**config.mk**
```make
export PLATFORM = sky130hd
export DESIGN_NAME = nsp_ram
export DESIGN_NICKNAME = d
export VERILOG_FILES = /design/src/design/nsp_pkg.sv /design/src/design/nsp_ram.sv
export SDC_FILE = /design/constraint.sdc
export NUM_CORES = 2
export LEC_CHECK = 0
export ABC_AREA = 1
export BUFFER_PORTS_ARGS = -buffer_cell sky130_fd_sc_hd__clkbuf_2
export CAP_MARGIN = 10
export CORE_ASPECT_RATIO = 1.2
export CORE_UTILIZATION = 46
export CTS_CLUSTER_DIAMETER = 120
export DETAILED_ROUTE_END_ITERATION = 12
export GPL_TIMING_DRIVEN = 0
export PLACE_DENSITY = 0.64
export SYNTH_ARGS = -nofsm -noshare
export SYNTH_HDL_FRONTEND = slang
export SYNTH_SLANG_ARGS = --single-unit
```
**constraint.sdc**
```tcl
create_clock -name i_clk -period 7.8 [get_ports i_clk]
set_input_delay 2.34 -clock i_clk [delete_from_list [all_inputs] [get_ports i_clk]]
set_output_delay 2.34 -clock i_clk [all_outputs]
set_load 0.1 [all_outputs]
```
**src/design/nsp_pkg.sv**
```systemverilog
// ----------------------------------------------------------------------------
// nsp_pkg
// Shared types, codes and widths of the nested section profiler.
// ----------------------------------------------------------------------------
package nsp_pkg;

    localparam int NODE_COUNT_DEF  = 64;
    localparam int STACK_DEPTH_DEF = 32;

    localparam int CMD_W    = 2;
    localparam int KEY_W    = 32;
    localparam int TS_W     = 64;
    localparam int STATUS_W = 3;
    localparam int SLOT_W   = 6;
    localparam int LEVEL_W  = 5;
    localparam int CALL_W   = 32;
    localparam int REC_W    = 32;

    localparam int S_TDATA_W = 96;   // key + timestamp
    localparam int M_TDATA_W = 144;  // 139 payload bits, padded to bytes

    localparam logic [CMD_W-1:0] CMD_BEGIN = 2'd0;
    localparam logic [CMD_W-1:0] CMD_END   = 2'd1;
    localparam logic [CMD_W-1:0] CMD_CLEAR = 2'd2;

    localparam logic [STATUS_W-1:0] STS_OK          = 3'd0;
    localparam logic [STATUS_W-1:0] STS_TABLE_FULL  = 3'd1;
    localparam logic [STATUS_W-1:0] STS_STACK_FULL  = 3'd2;
    localparam logic [STATUS_W-1:0] STS_END_AT_ROOT = 3'd3;
    localparam logic [STATUS_W-1:0] STS_BAD_KEY     = 3'd4;

    typedef enum logic [3:0] {
        S_IDLE,
        S_LOOK,
        S_SCAN,
        S_BEG_RD,
        S_BEG_UPD,
        S_END_UPD,
        S_TOP_LD,
        S_CLR,
        S_EMIT
    } t_state;

    typedef struct packed {
        logic [TS_W-1:0]   ticks;
        logic [CALL_W-1:0] calls;
    } t_node_rec;

    typedef struct packed {
        logic [STATUS_W-1:0] status;
        logic [SLOT_W-1:0]   slot;
        logic [LEVEL_W-1:0]  level;
        logic [TS_W-1:0]     ticks;
        logic [CALL_W-1:0]   calls;
        logic [REC_W-1:0]    rec;
    } t_result;

endpackage

```
**src/design/nsp_ram.sv**
```systemverilog
// ----------------------------------------------------------------------------
// nsp_ram
// Simple dual-port synchronous RAM, one write and one registered read port.
// ----------------------------------------------------------------------------
module nsp_ram import nsp_pkg::*; #(
    parameter int WIDTH = KEY_W,
    parameter int DEPTH = NODE_COUNT_DEF,
    localparam int AW   = $clog2(DEPTH)
) (
    input  logic             i_clk,
    input  logic             i_we,
    input  logic [AW-1:0]    i_waddr,
    input  logic [WIDTH-1:0] i_wdata,
    input  logic             i_re,
    input  logic [AW-1:0]    i_raddr,
    output logic [WIDTH-1:0] o_rdata
);

    logic [WIDTH-1:0] r_mem [DEPTH];
    logic [WIDTH-1:0] r_rdata;

    always_ff @(posedge i_clk) begin
        if (i_we) begin
            r_mem[i_waddr] <= i_wdata;
        end
    end

    // read data holds until the next read
    always_ff @(posedge i_clk) begin
        if (i_re) begin
            r_rdata <= r_mem[i_raddr];
        end
    end

    assign o_rdata = r_rdata;

endmodule

```
==> run_summary.xml <==
<?xml version="1.0" encoding="UTF-8"?>
<metrics>
  <group name="placement">
    <metric name="placedCellCount" unit="">9403</metric>
    <metric name="gp_routability_congestion" unit="">1.12</metric>
    <metric name="post_dp_cell_area" unit="sq mm">0.0896</metric>
    <metric name="dp_hpwl" unit="mm">237</metric>
    <metric name="port_buffers" unit="">70</metric>
  </group>
  <group name="clocking">
    <metric name="cts-buffers-inserted" unit="">196</metric>
    <metric name="clkSinkCount" unit="">2080</metric>
    <metric name="cts_hold_buf" unit="">0</metric>
    <metric name="clk_transition_reported_paths" unit="ps">70</metric>
    <metric name="clk-insertion-delay-late" unit="ps">880</metric>
    <metric name="post_cts_setup_bufs" unit="">0</metric>
    <metric name="max-clock-path-buffers" unit="">3</metric>
    <metric name="cts-htree-levels" unit="">4</metric>
    <metric name="cts_resized" unit="">0</metric>
    <metric name="root_buffer" unit="">clkbuf_16</metric>
    <metric name="tritoncts_clock_tree" unit="">done</metric>
  </group>
  <group name="power">
    <metric name="net-switching-power" unit="mW">5.98</metric>
    <metric name="powerDensity" unit="mW/mm^2">251</metric>
    <metric name="power_frac_comb" unit="">0.084</metric>
    <metric name="power_switching_share" unit="">0.249</metric>
    <metric name="cell_internal_pwr" unit="mW">18.1</metric>
    <metric name="share_seq_of_total_power" unit="">0.516</metric>
    <metric name="p_clk_frac" unit="">0.400</metric>
    <metric name="vdd_ir_drop_max" unit="mV">0.260</metric>
    <metric name="report.power.total" unit="mW">24.1</metric>
    <metric name="leakage_power" unit="nW">34.1</metric>
  </group>
  <group name="timing">
    <metric name="finalSetupTns" unit="ps">0</metric>
    <metric name="timing.final.max_slew_violations" unit="">0</metric>
    <metric name="report.final.setup_viol" unit="">0</metric>
    <metric name="rsz0062_at_grt" unit="">no</metric>
    <metric name="hold_violations" unit="">0</metric>
    <metric name="achievable-frequency" unit="MHz">190</metric>
    <metric name="worstMarginPinSlew" unit="ps">1460</metric>
    <metric name="fin_crit_sh" unit="">0.674</metric>
    <metric name="post-route-min-period" unit="ps">5260</metric>
    <metric name="timing.slew.headroom" unit="">0.0272</metric>
    <metric name="final.setup_skew" unit="ps">38.9</metric>
  </group>
  <group name="global_route">
    <metric name="maximum_number_of_pins_on_one_net_before_global_route_repair" unit="">65</metric>
    <metric name="antenna_found_initial" unit="">39</metric>
    <metric name="gr-total-overflow" unit="">0</metric>
    <metric name="via_count_of_the_first_global_routing_pass" unit="">55000</metric>
    <metric name="grt_pass1_wl" unit="mm">453</metric>
    <metric name="track_usage" unit="">0.370</metric>
  </group>
  <group name="critical_path">
    <metric name="worst-endpoint-arrival" unit="ps">6010</metric>
    <metric name="worst_r2r_path_cells" unit="">8</metric>
    <metric name="internal_reg_to_reg_setup_slack" unit="ps">5520</metric>
    <metric name="critical_path.startpoint" unit="">i_raddr[2]</metric>
    <metric name="setup.worst_path.end" unit="">o_rdata[16]</metric>
    <metric name="worst-setup-path-type" unit="">in -&gt; reg</metric>
    <metric name="worst-path-max-fanout" unit="">10</metric>
    <metric name="worst_r2r_endpoint" unit="">o_rdata[16]</metric>
    <metric name="cp_data_required_time" unit="ps">8550</metric>
    <metric name="timing.critical_path.to_type" unit="">register</metric>
    <metric name="critPathLaunchType" unit="">input port</metric>
    <metric name="crit-reg2reg-launch" unit="">r_mem[57][16]</metric>
  </group>
  <group name="cells_and_area">
    <metric name="postLayoutCoreUtil" unit="">0.536</metric>
    <metric name="final_cell_area" unit="sq mm">0.0960</metric>
    <metric name="nNetsFinal" unit="">7241</metric>
    <metric name="final_cell_mix" unit="">2248 x nand2_1, 2080 x edfxtp_1, 1907 x nand3_1, 282 x buf_2, 198 x clkbuf_16</metric>
    <metric name="area.growth.synth_to_final" unit="%">15.6</metric>
    <metric name="fraction_of_layout_instances_using_a_drive_strength_above_1" unit="">0.122</metric>
    <metric name="final_cells" unit="">9777</metric>
    <metric name="final.fill_count" unit="">15100</metric>
    <metric name="most_common_library_cell_in_the_layout_ignoring_fill_and_taps" unit="">nand2_1</metric>
  </group>
  <group name="synth">
    <metric name="synthesis.nets" unit="">6816</metric>
    <metric name="yosysWarnings" unit="">0</metric>
    <metric name="synth_top_cell_area_share" unit="">0.752</metric>
    <metric name="synth.lib_cells_used.distinct" unit="">15</metric>
    <metric name="synth_cells" unit="">6769</metric>
    <metric name="yosys_register_bits" unit="">2080</metric>
    <metric name="yosysTopAreaCell" unit="">edfxtp_1</metric>
    <metric name="sequential_cell_area_fraction_in_the_yosys_report" unit="">0.752</metric>
    <metric name="post_synth_instance_area" unit="sq mm">0.0831</metric>
    <metric name="post_synth_main_area_contributors" unit="">edfxtp_1 75%, nand3_1 11%, nand2_1 10%</metric>
    <metric name="post_synth.cell_area_avg" unit="sq um">12.3</metric>
  </group>
  <group name="floorplanning">
    <metric name="dieHeight" unit="um">467</metric>
    <metric name="coreArea" unit="sq mm">0.179</metric>
    <metric name="die-area" unit="sq mm">0.182</metric>
    <metric name="ioPinCount" unit="">79</metric>
    <metric name="initial_utilization" unit="">0.464</metric>
    <metric name="rows" unit="">170</metric>
    <metric name="fp.dieW" unit="um">390</metric>
  </group>
  <group name="drt">
    <metric name="viasPerCell" unit="">6.14</metric>
    <metric name="detail_route.first_pass.iterations" unit="">8</metric>
    <metric name="wire_per_inst" unit="um">34.8</metric>
    <metric name="postRouteWirelength" unit="mm">340</metric>
    <metric name="drc" unit="">0</metric>
    <metric name="initialDrtViolationCount" unit="">10400</metric>
    <metric name="postRouteAntennaNets" unit="">0</metric>
    <metric name="dr_total_vias" unit="">60000</metric>
  </group>
  <group name="min_path">
    <metric name="hold_class" unit="">reg -&gt; reg</metric>
  </group>
  <group name="status">
    <metric name="run_status" unit="">completed</metric>
  </group>
  <group name="run">
    <metric name="timing.max_cap.violations" unit="">0</metric>
  </group>
</metrics>
-- cell type report --
class,instances,area [sq um],share of cell area
Clock inverter,128,1240,0.0130
Buffer,449,2250,0.0235
Clock buffer,232,5080,0.0529
Tap cell,2408,3010,0.0314
Inverter,12,47.5,0.000495
Timing Repair Buffer,227,3100,0.0323
Multi-Input combinational cell,4228,18800,0.196
Sequential cell,2080,62500,0.651
Antenna cell,13,32.5,0.000339
-- sequential cells by signal, indices dropped and copies added (netlist names) --
| register | cells |
|---|---|
| o_rdata | 32 |
| r_mem | 2048 |
-- worst min-delay path by stage --
stage	startpoint	end	slack (ps)	cells after the start
after global routing	r_mem[8][27]	o_rdata[27]	1010	8
after CTS	r_mem[12][27]	o_rdata[27]	940	8
after floorplan	r_mem[14][0]	o_rdata[0]	800	8
after detailed placement	r_mem[12][27]	o_rdata[27]	920	8
after global placement	r_mem[12][27]	o_rdata[27]	910	8
final	r_mem[12][27]	o_rdata[27]	960	8
-- routing by layer --
layer  GRT usage  routed length (um)  vias to the layer above
met5     0.00606                 337                        -
met4       0.300               32800                       26
met3      0.0959               41800                     1016
met2       0.552              149000                     4440
met1       0.455              116000                    29500
li1            -                   -                    25100
-- kinds of logic (layout without fill, tap and decap cells) --
| kind of cell | Yosys count | after routing | synth area share |
|---|---|---|---|
| simple gates | 4228 | 4228 | 0.220 |
| flops | 2080 | 2080 | 0.752 |
| buf+inv | 461 | 1048 | 0.0277 |
| other cells | 0 | 13 | 0 |
-- power groups by stage --
stage	registers (mW)	logic, mW	clock network (mW)
finish	12.4	2.02	9.63
global placement	12.7	1.84	0
global route	12.4	2.05	10.0
CTS	12.4	1.94	9.63
detailed placement	12.7	1.93	0
floorplan	12.8	0.760	0
-- through the flow --
stage / hold slack, ps / worst slack (ps)
2_1_floorplan: 797 / 1330
3_3_place_gp: 912 / -5370
3_5_place_dp: 925 / 1950
4_1_cts: 943 / 2880
5_1_grt: 1010 / 2470
6_report: 958 / 2540
-- worst max-delay path, cell delays in order --
cell and delay, ps:
buf_2 240, clkbuf_1 770, clkbuf_1 1020, nand3_1 150, nand3_1 480, nand3_1 440, nand2_1 260, nand2_1 150
nand2_1 110
-- synth_stat cells --
master	number
buf_1	40
buf_2	282
buf_4	45
buf_6	3
buf_8	2
clkbuf_1	77
edfxtp_1	2080
inv_1	9
inv_2	2
inv_4	1
nand2_1	2248
nand3_1	1907
nand4_1	9
nor2_1	56
nor4_1	8
No activity file was read; power rests on OpenSTA's default activity.
